$ cat src/bus_mouse_port_interface_assert.svh
// assertion macros shared by the bus mouse port modules
// no dependencies; include once per asserting file
`ifndef BUS_MOUSE_PORT_INTERFACE_ASSERT_SVH
`define BUS_MOUSE_PORT_INTERFACE_ASSERT_SVH

// same-cycle implication, masked during reset
`define BMPI_ASSERT_NOW(label, clk, rst, pre, post) \
   label: assert property (@(posedge clk) disable iff (rst) (pre) |-> (post)) \
      else $error("bmpi assertion failed");

// next-cycle implication, masked during reset
`define BMPI_ASSERT_NEXT(label, clk, rst, pre, post) \
   label: assert property (@(posedge clk) disable iff (rst) (pre) |=> (post)) \
      else $error("bmpi assertion failed");

`endif

$ cat src/bmpi_pkg.sv
// shared types and constants for the bus mouse port interface
// no dependencies
package bmpi_pkg;

   // request codes
   localparam logic [2:0] REQ_READ    = 3'd0;
   localparam logic [2:0] REQ_WRITE   = 3'd1;
   localparam logic [2:0] REQ_MOVE    = 3'd2;
   localparam logic [2:0] REQ_PRESS   = 3'd3;
   localparam logic [2:0] REQ_RELEASE = 3'd4;

   // i/o port addresses
   localparam logic [9:0] PORT_DATA = 10'h23c;
   localparam logic [9:0] PORT_SIG  = 10'h23d;
   localparam logic [9:0] PORT_CTRL = 10'h23e;
   localparam logic [9:0] PORT_CFG  = 10'h23f;

   // interrupt control bytes
   localparam logic [7:0] IRQ_OFF_CODE = 8'h10;
   localparam logic [7:0] IRQ_ON_CODE  = 8'h11;

   localparam logic [7:0] SIGNATURE = 8'ha5;

   // data port commands, two encodings each
   localparam logic [7:0] CMD_DX_LO_A = 8'h80;
   localparam logic [7:0] CMD_DX_LO_B = 8'h90;
   localparam logic [7:0] CMD_DX_HI_A = 8'ha0;
   localparam logic [7:0] CMD_DX_HI_B = 8'hb0;
   localparam logic [7:0] CMD_DY_LO_A = 8'hc0;
   localparam logic [7:0] CMD_DY_LO_B = 8'hd0;
   localparam logic [7:0] CMD_DY_HI_A = 8'he0;
   localparam logic [7:0] CMD_DY_HI_B = 8'hf0;

   // button bits
   localparam logic [7:0] LEFT_BIT  = 8'h80;
   localparam logic [7:0] OTHER_BIT = 8'h20;

   typedef struct packed {
      logic [2:0]  req_type;
      logic [9:0]  port;
      logic [7:0]  write_data;
      logic [15:0] pos_x;
      logic [15:0] pos_y;
      logic        button_left;
   } req_item_type;

   typedef struct packed {
      logic [7:0] read_data;
      logic       irq_pulse;
   } rsp_item_type;

endpackage

$ cat src/bmpi_core.sv
// mouse state registers and the per-word port/event logic
// depends on bmpi_pkg and bus_mouse_port_interface_assert.svh
`include "bus_mouse_port_interface_assert.svh"

module bmpi_core (
   input  logic                   clock,
   input  logic                   reset,
   input  logic                   fire,
   input  bmpi_pkg::req_item_type item,
   output bmpi_pkg::rsp_item_type result
);
   import bmpi_pkg::*;

   logic       irq_en_ff,  irq_en_in;
   logic [7:0] command_ff, command_in;
   logic [7:0] button_ff,  button_in;
   // only the low byte of a position ever reaches a delta
   logic [7:0] cur_x_ff,   cur_x_in;
   logic [7:0] cur_y_ff,   cur_y_in;
   logic [7:0] last_x_ff,  last_x_in;
   logic [7:0] last_y_ff,  last_y_in;
   logic [7:0] delta_x_ff, delta_x_in;
   logic [7:0] delta_y_ff, delta_y_in;
   logic [7:0] pattern_ff, pattern_in;
   logic [7:0] mask;

   assign mask = item.button_left ? LEFT_BIT : OTHER_BIT;

   always_comb begin
      irq_en_in        = irq_en_ff;
      command_in       = command_ff;
      button_in        = button_ff;
      cur_x_in         = cur_x_ff;
      cur_y_in         = cur_y_ff;
      last_x_in        = last_x_ff;
      last_y_in        = last_y_ff;
      delta_x_in       = delta_x_ff;
      delta_y_in       = delta_y_ff;
      pattern_in       = pattern_ff;
      result.read_data = 8'h00;
      result.irq_pulse = 1'b0;
      if (fire) begin
         case (item.req_type)
            REQ_READ: begin
               if (item.port == PORT_DATA) begin
                  case (command_ff)
                     CMD_DX_LO_A, CMD_DX_LO_B: begin
                        result.read_data = {4'h0, delta_x_ff[3:0]};
                     end
                     CMD_DX_HI_A, CMD_DX_HI_B: begin
                        result.read_data = {4'h0, delta_x_ff[7:4]};
                        last_x_in        = cur_x_ff;
                     end
                     CMD_DY_LO_A, CMD_DY_LO_B: begin
                        result.read_data = {4'h0, delta_y_ff[3:0]};
                     end
                     CMD_DY_HI_A, CMD_DY_HI_B: begin
                        result.read_data = {4'h0, delta_y_ff[7:4]} | button_ff;
                        last_y_in        = cur_y_ff;
                     end
                     default: begin
                     end
                  endcase
               end else if (item.port == PORT_SIG) begin
                  result.read_data = SIGNATURE;
               end else if (item.port == PORT_CTRL) begin
                  result.read_data = pattern_ff;
                  // one-hot walk, wraps back to bit 0
                  pattern_in       = {pattern_ff[6:0], pattern_ff[7]};
               end
            end
            REQ_WRITE: begin
               if (item.port == PORT_CTRL) begin
                  command_in = item.write_data;
               end else if (item.port == PORT_CFG) begin
                  if (item.write_data == IRQ_OFF_CODE) begin
                     irq_en_in = 1'b0;
                  end else if (item.write_data == IRQ_ON_CODE) begin
                     irq_en_in = 1'b1;
                  end
               end
            end
            REQ_MOVE: begin
               cur_x_in         = item.pos_x[7:0];
               cur_y_in         = item.pos_y[7:0];
               delta_x_in       = item.pos_x[7:0] - last_x_ff;
               delta_y_in       = item.pos_y[7:0] - last_y_ff;
               result.irq_pulse = irq_en_ff;
            end
            REQ_PRESS, REQ_RELEASE: begin
               if (item.req_type == REQ_PRESS) begin
                  button_in = button_ff & ~mask;
               end else begin
                  button_in = button_ff | mask;
               end
               cur_x_in         = item.pos_x[7:0];
               cur_y_in         = item.pos_y[7:0];
               last_x_in        = item.pos_x[7:0];
               last_y_in        = item.pos_y[7:0];
               delta_x_in       = 8'h00;
               delta_y_in       = 8'h00;
               result.irq_pulse = irq_en_ff;
            end
            default: begin
            end
         endcase
      end
   end

   always_ff @(posedge clock) begin
      if (reset) begin
         irq_en_ff  <= 1'b1;
         command_ff <= 8'h00;
         button_ff  <= 8'h00;
         cur_x_ff   <= 8'h00;
         cur_y_ff   <= 8'h00;
         last_x_ff  <= 8'h00;
         last_y_ff  <= 8'h00;
         delta_x_ff <= 8'h00;
         delta_y_ff <= 8'h00;
         pattern_ff <= 8'h01;
      end else begin
         irq_en_ff  <= irq_en_in;
         command_ff <= command_in;
         button_ff  <= button_in;
         cur_x_ff   <= cur_x_in;
         cur_y_ff   <= cur_y_in;
         last_x_ff  <= last_x_in;
         last_y_ff  <= last_y_in;
         delta_x_ff <= delta_x_in;
         delta_y_ff <= delta_y_in;
         pattern_ff <= pattern_in;
      end
   end

   `BMPI_ASSERT_NOW(a_pattern_onehot, clock, reset, 1'b1, $onehot(pattern_ff))
   `BMPI_ASSERT_NOW(a_button_bits_only, clock, reset, 1'b1, (button_ff & ~(LEFT_BIT | OTHER_BIT)) == 8'h00)
   `BMPI_ASSERT_NEXT(a_button_zeroes_delta, clock, reset, fire && (item.req_type == REQ_PRESS || item.req_type == REQ_RELEASE), delta_x_ff == 8'h00 && delta_y_ff == 8'h00 && last_x_ff == cur_x_ff)
   `BMPI_ASSERT_NEXT(a_idle_holds_state, clock, reset, !fire, $stable(delta_x_ff) && $stable(pattern_ff) && $stable(button_ff))
   `BMPI_ASSERT_NOW(a_irq_needs_enable, clock, reset, result.irq_pulse, fire && irq_en_ff)

endmodule

$ cat src/bmpi_rsp_reg.sv
// result register with valid/stall handshake toward the consumer
// depends on bmpi_pkg
module bmpi_rsp_reg (
   input  logic                   clock,
   input  logic                   reset,
   input  logic                   load_valid,
   input  bmpi_pkg::rsp_item_type load_data,
   output logic                   load_ready,
   output logic                   rsp_valid,
   input  logic                   rsp_stall,
   output bmpi_pkg::rsp_item_type rsp_data
);
   import bmpi_pkg::*;

   logic         valid_ff, valid_in;
   rsp_item_type data_ff,  data_in;

   // room when empty or when the held word leaves this cycle
   assign load_ready = !valid_ff || !rsp_stall;

   always_comb begin
      valid_in = valid_ff;
      data_in  = data_ff;
      if (load_ready) begin
         valid_in = load_valid;
         data_in  = load_data;
      end
   end

   always_ff @(posedge clock) begin
      if (reset) begin
         valid_ff <= 1'b0;
      end else begin
         valid_ff <= valid_in;
      end
   end

   always_ff @(posedge clock) begin
      data_ff <= data_in;
   end

   assign rsp_valid = valid_ff;
   assign rsp_data  = data_ff;

endmodule

$ cat src/bus_mouse_port_interface.sv
// bus mouse port interface: an accepted word is held in the input register, then moves
// on to the result register, from which it can leave
// throughput one word per cycle while rsp_stall is low; input register -> event logic -> result register
// req_stall rises only while a full input register cannot move on (rsp stalled)
// reset (synchronous, active high) empties both registers and restores the
// mouse state: irq enabled, pattern 0x01, everything else zero
`include "bus_mouse_port_interface_assert.svh"

module bus_mouse_port_interface (
   input  logic        clock,
   input  logic        reset,
   input  logic        req_valid,
   output logic        req_stall,
   input  logic [2:0]  req_type,
   input  logic [9:0]  req_port,
   input  logic [7:0]  req_write_data,
   input  logic [15:0] req_pos_x,
   input  logic [15:0] req_pos_y,
   input  logic        req_button_left,
   output logic        rsp_valid,
   input  logic        rsp_stall,
   output logic [7:0]  rsp_read_data,
   output logic        rsp_irq_pulse
);
   import bmpi_pkg::*;

   // input register stage
   logic         in_valid_ff, in_valid_in;
   req_item_type in_item_ff,  in_item_in;
   req_item_type req_item;

   // handshake between stages
   logic         load_ready;
   logic         advance;
   logic         req_accept;
   rsp_item_type core_result;
   rsp_item_type rsp_data;

   assign req_item.req_type    = req_type;
   assign req_item.port        = req_port;
   assign req_item.write_data  = req_write_data;
   assign req_item.pos_x       = req_pos_x;
   assign req_item.pos_y       = req_pos_y;
   assign req_item.button_left = req_button_left;

   // a held word moves to the result register when that register has room;
   // the mouse state commits on the same edge
   assign advance    = in_valid_ff && load_ready;
   // input register takes a new word when empty or emptying
   assign req_stall  = in_valid_ff && !load_ready;
   assign req_accept = req_valid && !req_stall;

   always_comb begin
      in_valid_in = in_valid_ff;
      in_item_in  = in_item_ff;
      if (!req_stall) begin
         in_valid_in = req_valid;
         in_item_in  = req_item;
      end
   end

   always_ff @(posedge clock) begin
      if (reset) begin
         in_valid_ff <= 1'b0;
      end else begin
         in_valid_ff <= in_valid_in;
      end
   end

   // payload needs no reset
   always_ff @(posedge clock) begin
      in_item_ff <= in_item_in;
   end

   // port reads, writes and mouse events against the stored mouse state
   bmpi_core u_core (
      .clock  (clock),
      .reset  (reset),
      .fire   (advance),
      .item   (in_item_ff),
      .result (core_result)
   );

   // result register, takes a new word when empty or when its held word leaves
   bmpi_rsp_reg u_rsp_reg (
      .clock      (clock),
      .reset      (reset),
      .load_valid (in_valid_ff),
      .load_data  (core_result),
      .load_ready (load_ready),
      .rsp_valid  (rsp_valid),
      .rsp_stall  (rsp_stall),
      .rsp_data   (rsp_data)
   );

   assign rsp_read_data = rsp_data.read_data;
   assign rsp_irq_pulse = rsp_data.irq_pulse;

   // an accepted word always lands in the input register
   `BMPI_ASSERT_NEXT(a_accept_loads, clock, reset, req_accept, in_valid_ff)
   // a word left in a stalled input register stays put
   `BMPI_ASSERT_NEXT(a_hold_when_blocked, clock, reset, in_valid_ff && !load_ready, in_valid_ff && $stable(in_item_ff))
   // a word moved forward shows up as a result
   `BMPI_ASSERT_NEXT(a_advance_shows, clock, reset, advance, rsp_valid)

endmodule
$ cat config.mk
export PLATFORM = sky130hd
export DESIGN_NAME = bus_mouse_port_interface
export DESIGN_NICKNAME = d
export VERILOG_FILES = /design/src/bmpi_pkg.sv /design/src/bmpi_core.sv /design/src/bmpi_rsp_reg.sv /design/src/bus_mouse_port_interface.sv
export VERILOG_INCLUDE_DIRS = /design/src /design/src/src
export SDC_FILE = /design/constraint.sdc
export NUM_CORES = 1
export LEC_CHECK = 0
export BUFFER_PORTS_ARGS = -buffer_cell sky130_fd_sc_hd__clkbuf_2
export CORE_ASPECT_RATIO = 1.25
export CORE_MARGIN = 1.5
export CORE_UTILIZATION = 58
export DETAILED_ROUTE_END_ITERATION = 7
export GPL_TIMING_DRIVEN = 0
export MAX_ROUTING_LAYER = met4
export PLACE_DENSITY_LB_ADDON = 0.3
export SLEW_MARGIN = 10
export SYNTH_ARGS = -nofsm -noshare
export SYNTH_HDL_FRONTEND = slang
export SYNTH_SLANG_ARGS = --single-unit
$ cat constraint.sdc
create_clock -name clock -period 2.4 [get_ports clock]
set_input_delay 0 -clock clock [delete_from_list [all_inputs] [get_ports clock]]
set_output_delay 0 -clock clock [all_outputs]
set_load 0.02 [all_outputs]
==> run metrics, run 1 <==
drt first pass iters 5; Overall Global Routing Usage 31.9%; port buffer count 52; I/O pins 69; Layout Cells excl Fill 778; Finished Cell Area ~6800 um2; Min Hold Slack 0.0404 ns; clock sink count between 100 and 150; status complete, no violations; sequential area share after synthesis 51.2%; count of different cell masters after synthesis 64; cell with the most instances after synthesis nand2_1; Metal-1 WL between 5000 and 6000 um; die area 9930 um2; layout cell share with drive strength beyond 1 17.4%; Max VDD drop 481 uV; Req. time, crit path ~2.7 ns; Antenna Nets Post-Route 0; metal3 WL 935 um; most frequent cells after synthesis nand2_1, dfxtp_1, edfxtp_1; Num CTS Buffers 17; initial DRC count 274; Synth area leader edfxtp_1; Reg2Reg Depth 6; vias in the first global route 4,711; Power Total about 4900 uW; Syn Nets roughly 600; Die Ht 111 um; initial core utilization 59.4%; initial antenna violation count 0; Placed Instances between 700 and 800; Hold Path End u_core.delta_y_ff[5]; Worst EP arrival 2.54 ns; yosys warns 0; vias post-DR 4,607; Core Region 9130 um2; first-pass GRT wire length roughly 23,000 um; Layout Skew between 0.009 and 0.01 ns; CTS tree yes; ys flop type dfxtp_1; maximum achievable frequency ~450 MHz; GP Congestion 0.946; Max Buffers Root-to-Sink 2; CTS Root Cell clkbuf_16; leakage power total about 0.0026 uW; register-to-register setup slack 0.20 ns; uppermost layer routed met4; Post-CTS Setup Inserts 0; Worst-Margin Slew 0.857 ns; Setup-failing EPs final 0; HP Start reset; Max Cap Viol 0; PwrDens 720 nW/um2; multi-input logic area 2440 um2; Die Wd 89.4 um; DP HPWL 9570 um; Final Cycle Share 91.6%; Hold Buf Count CTS 40; Syn Area/Cell 10.2 um2; Post-DP Area 5860 um2; vias per cell ~5.9; Rel. slew slack 42.9%; Post-synth EDFFs 47; Async SR Flop Fraction 0%; min Tclk post-route 2.20 ns; area fraction of the dominant cell type after synthesis a little over a quarter; worst r2r src in_item_ff[53]; DRC Markers 0; wire per inst 18.6 um; count of nets after finishing ~700; Hold Path Class in2reg; Synth area leaders edfxtp_1, dfxtp_1, nand2_1, mux2i_1, a21oi_1; CP Launch Type flop; Cells after Synth 530; # fillers between 600 and 700; RSZ-0062 raised after global routing false; Clk pin slew, worst setup/hold paths around 0.060 ns; Fin Setup TNS 0 ns; Clock Latency Late Sink 0.42 ns; Area Growth Syn to Fin 25.8%; Final Hold Vio Count 0; post-CTS sizing 0; total grt overflow 0; Site Rows 39; Seq cells post-synth 115; final slew viol count 0; H-tree depth 4; largest net degree at the start of global routing 32; Routed WL 14,400 um; Reg area 2770 um2; # diodes 0; Met2 Routed Length 7680 um; Critical Path End Type flop; Hold Path Stages 4; crit path kind reg2reg; crit-path max FO 10; r2r endpoint u_core.delta_y_ff[4]; Netlist Area Pre-Place 5420 um2
-- layout make-up --
class | instances | share of cell area [%]
Tap cell | 123 | 2.26
Timing Repair Buffer | 93 | 9.99
Inverter | 23 | 1.27
Multi-Input combinational cell | 362 | 35.8
Sequential cell | 115 | 40.7
Clock inverter | 4 | 0.294
Clock buffer | 28 | 7.90
Buffer | 30 | 1.80
-- worst max path at each step --
stage | from | to | cells after the start
2_1_floorplan | u_rsp_reg.rsp_valid | in_valid_ff | 3
3_3_place_gp | u_rsp_reg.rsp_valid | in_item_ff[1] | 1
3_5_place_dp | in_item_ff[17] | u_core.delta_x_ff[6] | 8
4_1_cts | in_item_ff[17] | u_core.delta_x_ff[6] | 8
5_1_grt | in_item_ff[17] | u_core.delta_x_ff[6] | 8
6_report | in_item_ff[53] | u_core.delta_y_ff[4] | 6
-- critical path, stage by stage (launching register included) --
cell	delay, ns
edfxtp_1	0.49
nor3b_2	0.24
buf_2	0.20
nor2_1	0.31
clkbuf_1	0.42
nand4_1	0.26
a21oi_1	0.19
-- cell usage in the layout (no fill, tap or decap), drive strengths merged, types with 14 or more instances in the layout --
cell	n
dlygate4sd3	40
nand3	33
edfxtp	47
inv	23
mux2i	27
a21oi	42
a21o	20
dfxtp	68
clkbuf	99
o21ai	24
ha	14
nand2	85
-- cells by family after synthesis --
kind of cell / after synthesis / synth area share (%)
AO/OA/AOI/OAI: 128 / 15.8
adder cells (fa/ha/maj): 16 / 3.97
AND/OR/NAND/NOR: 183 / 17.8
flip-flops: 115 / 51.2
XOR/XNOR: 4 / 0.647
buffers and inverters: 53 / 3.86
multiplexers: 31 / 6.65
-- report_power, final --
| group | internal (uW) | switching (uW) | leakage (uW) | total [uW] |
|---|---|---|---|---|
| logic | 174 | 228 | 0.00127 | 402 |
| registers | 2100 | 47.2 | 0.00106 | 2150 |
| clock network | 1510 | 842 | 0.000279 | 2350 |
-- per-stage QoR --
step	util, %	setup WS [ns]
floorplan	-	0.201
detailed placement	64.2	0.229
global route	74.7	0.101
finish	74.7	0.201
global placement	63.9	-0.134
CTS	74.7	0.225
-- routing by layer --
layer / up-vias / track usage, %
met4: 0 / 16.5
met1: 2194 / 34.3
met3: 52 / 8.12
met2: 201 / 52.9
li1: 2160 / -
met5: - / -
-- registers in the layout (all words and copies together), names as in the netlist, named ones only --
register	cells
in_item_ff	38
u_rsp_reg.rsp_data	9
u_core.cur_x_ff	8
u_core.cur_y_ff	8
u_core.delta_x_ff	8
u_core.delta_y_ff	8
u_core.last_x_ff	8
u_core.last_y_ff	8
u_core.pattern_ff	8
u_core.command_ff	7
in_valid_ff	1
u_core.irq_en_ff	1
u_rsp_reg.rsp_valid	1
Power figures use the tool's default switching activity.
==> run 2, diff against run 1 <==
MAX_ROUTING_LAYER = not set   (was met4)
==> run 2 against run 1 <==
Compared with the run above:
- critical path type unchanged
- hold slack better by 0.023 ns
- die area stayed put
- highest routed layer unchanged
- core utilization is 1.1 points higher
- global-route usage is 0.18 points higher
- count of clock-buffer cells in the layout is 9 lower
- largest cell class unchanged
- sequential cell count stayed put
- first-iteration DRC count is 20% higher
==> run metrics, run 2 (synthesis results as in run 1) <==
status complete, no violations; Overall Global Routing Usage 32.1% (+0.18 points); net switching power 1230 uW (+10%); vias post-DR 4,637 (+0.65%); DP HPWL 9440 um (-1.3%); total grt overflow 0 (unchanged); # fillers 616 (-6.1%); Setup-failing EPs final 0 (unchanged); largest net degree at the start of global routing 31 (-3.1%); layout cell share with drive strength beyond 1 18.2% (+0.76 points); initial antenna violation count 0 (unchanged); Num CTS Buffers 17 (unchanged); most frequent cells in the layout nand2_1, dfxtp_1, clkbuf_2, edfxtp_1; final slew viol count 0 (unchanged); # diodes 0 (unchanged); wire per inst 18.7 um (+0.64%); switch share 23.0% (+0.24 points); first-pass GRT wire length 23,700 um (+4.0%); Clock Power Share 52.3% (+4.3 points); final core utilization 75.8% (+1.1 points); post-CTS sizing 0 (unchanged); Final Hold Vio Count 0 (unchanged); vias per cell 5.96 (+0.65%); Site Rows 39 (unchanged); die area 9930 um2 (unchanged); Routed WL 14,500 um (+0.64%); Layout Cells excl Fill 778 (unchanged); maximum achievable frequency 440 MHz (-3.2%); Area Growth Syn to Fin 27.7%; drt first pass iters 5 (unchanged); Req. time, crit path 2.73 ns (about the same); port buffer count 52 (unchanged); Post-DP Area 5860 um2 (unchanged); Max Cap Viol 0 (unchanged); Final Cycle Share 94.7% (+3.1 points); Hold Path Stages 4 (unchanged); Die Wd 89.4 um (unchanged); P_int 4120 uW (+8.7%); Reg2Reg Depth 6 (unchanged); initial DRC count 329 (+20%); Comb power frac 7.6% (-0.6 points); PwrDens 773 nW/um2 (+7.5%); Placed Instances 706 (unchanged); sequential power share 40.1% (-3.7 points); Max VDD drop 466 uV (-3.1%); clock sink count 115 (unchanged); Clock Latency Late Sink 0.41 ns (about the same); leakage power total 0.00263 uW (+1.1%); Largest register FFs 38 (unchanged); Finished Cell Area 6910 um2 (+1.5%); Worst-Margin Slew 0.858 ns (+0.000945 ns); crit path kind reg2reg; CP Launch Type flop; initial core utilization 59.4% (unchanged); DRC Markers 0 (unchanged); crit path launch in_item_ff[53]; worst r2r src in_item_ff[53]; crit-path max FO 10 (unchanged); Critical Path End Type flop; Worst EP arrival 2.60 ns (+0.06 ns); Top reg by flops in_item_ff; Layout Skew 0.00825 ns (-0.00147 ns); Antenna Nets Post-Route 0 (unchanged); RSZ-0062 raised after global routing false; H-tree depth 4 (unchanged); vias in the first global route 4,796 (+1.8%); min Tclk post-route 2.27 ns (+0.0736 ns); CTS tree yes; I/O pins 69 (unchanged); count of nets after finishing 716 (unchanged); Core Region 9130 um2 (unchanged); Rel. slew slack 42.8% (-0.063 points); HP Start reset; CTS Root Cell clkbuf_16; Hold Path Class in2reg; Clk pin slew, worst setup/hold paths 0.06 ns (about the same); most common cell after layout, fill and taps aside nand2_1; Die Ht 111 um (unchanged); GP Congestion 0.926 (-2.1%); Max Buffers Root-to-Sink 2 (unchanged)
-- run 2: critical path, cell delays in order, from the launching register on --
cell and delay [ns]:
edfxtp_1 0.49, nor3b_2 0.24, buf_2 0.20, nor2_1 0.31
clkbuf_1 0.45, nand4_1 0.27, a21oi_1 0.22
-- run 2: timing repair --
item,in CTS,in global routing
buffers inserted,0,0
hold endpoints to repair,40,0
hold buffers,40,0
-- run 2: final cells by class --
type	count	area [um2]	share of cell area, %
Sequential cell	115	2770	40.1
Multi-Input combinational cell	362	2440	35.3
Timing Repair Buffer	93	681	9.84
Clock buffer	19	464	6.71
Clock inverter	13	194	2.80
Tap cell	123	154	2.23
Buffer	30	123	1.77
Inverter	23	86.3	1.25
-- run 2: path summary, 6_finish.rpt --
kind                            slack (ns)                   end
worst max-delay path                  0.13  u_core.delta_y_ff[4]
worst min-delay path                  0.06  u_core.delta_y_ff[5]
worst max register to register        0.13  u_core.delta_y_ff[4]
worst min register to register        0.46    u_core.cur_x_ff[6]
-- run 2: stage by stage --
stage / setup slack (ns) / setup TNS (ns) / total power, uW / hold WS (ns)
final: 0.128 / 0 / 5350 / 0.0635
after global routing: 0.0325 / 0 / 5490 / 0.0838
after CTS: 0.204 / 0 / 5340 / 0.0432
after detailed placement: 0.247 / 0 / 2530 / 0.179
after global placement: -0.140 / -5.18 / 2510 / 0.176
after floorplan: 0.201 / 0 / 2400 / 0.0989
-- run 2: per-layer routing --
metal | share of wire, % | up-vias | global-route usage [%]
met3 | 5.6 | 59 | 8.64
met1 | 37 | 2226 | 34.6
met2 | 52 | 197 | 54.0
met4 | 5.2 | 0 | 19.9
li1 | - | 2155 | -
met5 | 0 | - | 0
-- run 2: power groups by stage --
| stage | Sequential (uW) | Clock (uW) | Combinational [uW] |
|---|---|---|---|
| after floorplan | 2180 | 0 | 217 |
| after global placement | 2180 | 0 | 330 |
| after detailed placement | 2180 | 0 | 341 |
| after CTS | 2140 | 2800 | 396 |
| after global routing | 2160 | 2890 | 442 |
| final | 2150 | 2800 | 405 |
==> run 3, diff against run 2 <==
PLACE_DENSITY = 0.78   (was not set)
PLACE_DENSITY_LB_ADDON = not set   (was 0.3)
==> run 3 against run 2 <==
Compared with the run above:
- sequential share of layout area rose by 0.48 points
- count of clock-buffer cells in the layout rose by 2
- critical path type unchanged
- sequential cell count did not move
- non-clock buffer count did not move
- global-route usage fell by 2.0 points
- highest routed layer unchanged
- via count fell by 2.0%
- die area did not move
- register-to-register slack improved by 0.03 ns
- fmax rose by 1.5%
- cell area fell by 1.2%
==> run metrics, run 3 (synthesis results as in run 1) <==
status complete, no violations; Max Buffers Root-to-Sink 2 (unchanged); Top reg by flops in_item_ff; clock sink count 115 (unchanged); port buffer count 52 (unchanged); wire per inst 18.1 um (-3.3%); first-pass GRT wire length 22,300 um (-5.9%); Rel. slew slack 40.9% (-1.9 points); Critical Path End Type flop; slowest stage delay, CP 0.69 ns (+0.20 ns); Layout Skew 0.00704 ns (-0.00121 ns); GP Congestion 0.908 (-1.9%); Max Cap Viol 0 (unchanged); Routed WL 14,100 um (-3.3%); Num CTS Buffers 17 (unchanged); leakage power total 0.00260 uW (-1.3%); Clock Latency Late Sink 0.41 ns (about the same); worst path cell trace nand3b_1, a21oi_4, a21oi_2, mux2i_1; Overall Global Routing Usage 30.1% (-2.0 points); sequential power share 42.6% (+2.5 points); CP Launch Type flop; Layout Cells excl Fill 778 (unchanged); Area Growth Syn to Fin 26.1%; initial core utilization 59.4% (unchanged); I/O pins 69 (unchanged); CTS tree yes; Site Rows 39 (unchanged); CP Buf/Inv Count 0 (-2); Critical Path Slowest Stage Cell a21oi_2; net switching power 1140 uW (-7.2%); min Tclk post-route 2.24 ns (-0.0338 ns); Antenna Nets Post-Route 0 (unchanged); Req. time, crit path 2.73 ns (about the same); CP top delay family compound AO/OA/AOI/OAI gates; DP HPWL 9500 um (+0.63%); Die Wd 89.4 um (unchanged); vias per cell 5.84 (-2.0%); die area 9930 um2 (unchanged); initial antenna violation count 0 (unchanged); Comb power frac 8.0% (+0.4 points); drt first pass iters 5 (unchanged); Clock Power Share 49.4% (-2.9 points); # diodes 0 (unchanged); Core Region 9130 um2 (unchanged); most frequent cells in the layout nand2_1, dfxtp_1, clkbuf_2, edfxtp_1; Largest register FFs 38 (unchanged); Hold Path Class in2reg; Setup-failing EPs final 0 (unchanged); crit-path max FO 9 (-1); initial DRC count 292 (-11%); H-tree depth 4 (unchanged); vias in the first global route 4,623 (-3.6%); DRC Markers 0 (unchanged); Max VDD drop 524 uV (+12%); Clk pin slew, worst setup/hold paths 0.05 ns (about the same); P_int 3890 uW (-5.4%); largest net degree at the start of global routing 32 (+3.2%); CTS Root Cell clkbuf_16; Worst-Margin Slew 0.887 ns (+0.0291 ns); Fin Setup TNS 0 ns (unchanged); count of nets after finishing 716 (unchanged); maximum achievable frequency 447 MHz (+1.5%); Die Ht 111 um (unchanged); Min Hold Slack 0.0482 ns (-0.0152 ns); RSZ-0062 raised after global routing false; final slew viol count 0 (unchanged); Final Hold Vio Count 0 (unchanged); PwrDens 737 nW/um2 (-4.7%); most common cell after layout, fill and taps aside nand2_1; Placed Instances 706 (unchanged); Worst EP arrival 2.57 ns (-0.03 ns); final core utilization 74.9% (-0.89 points); layout cell share with drive strength beyond 1 17.4% (-0.76 points); crit path kind reg2reg; Final Cycle Share 93.3% (-1.4 points); total grt overflow 0 (unchanged); switch share 22.7% (-0.34 points); vias post-DR 4,542 (-2.0%)
[run 3: cell type report]
| cell class | count | area (um2) |
|---|---|---|
| multi-input cells | 362 | 2440 |
| fillers | 620 | 2290 |
| plain buffers | 30 | 123 |
| clock buffers | 21 | 440 |
| repair buffers | 93 | 681 |
| clock inverters | 11 | 136 |
| well taps | 123 | 154 |
| inverters | 23 | 86.3 |
| flip-flops and latches | 115 | 2770 |
[run 3: through the flow]
stage	cell area, um2	power [uW]	setup WS, ns
2_1_floorplan	5420	2400	0.201
3_3_place_gp	5830	2510	-0.147
3_5_place_dp	5860	2530	0.264
4_1_cts	6830	5020	0.230
5_1_grt	6830	5170	0.0965
6_report	6830	5040	0.161
[run 3: worst paths after layout]
path,from,endpoint,slack [ns],depth (start not counted)
setup / recovery,in_item_ff[51],u_core.last_x_ff[7],0.16,4
hold / removal,reset,u_core.delta_y_ff[5],0.05,4
setup reg to reg,in_item_ff[51],u_core.last_x_ff[7],0.16,4
hold reg to reg,u_core.delta_x_ff[0],u_core.delta_x_ff[0],0.45,2
[run 3: worst min-delay path: stages]
cell,delay [ns]
clkbuf_2,0.12
or4_1,0.12
a2111o_1,0.10
o211ai_1,0.07
[run 3: power by group through the flow]
stage | Clock, uW | Combinational [uW] | Sequential, uW
CTS | 2480 | 395 | 2150
finish | 2490 | 401 | 2150
global route | 2580 | 436 | 2150
floorplan | 0 | 217 | 2180
global placement | 0 | 331 | 2180
detailed placement | 0 | 341 | 2180
[run 3: layer usage]
layer / up-vias / track usage, % / part of all wire [%]
li1: 2155 / - / -
met1: 2157 / 35.6 / 39
met2: 178 / 49.0 / 51
met3: 52 / 7.37 / 5.8
met4: 0 / 16.4 / 4.3
met5: - / 0 / 0
[run 3: timing repair]
action | 4_1_cts | 5_1_grt
resized for setup | 0 | 0
buffers inserted | 0 | 0
endpoints found under the hold margin | 40 | 0
hold buffers | 40 | 0
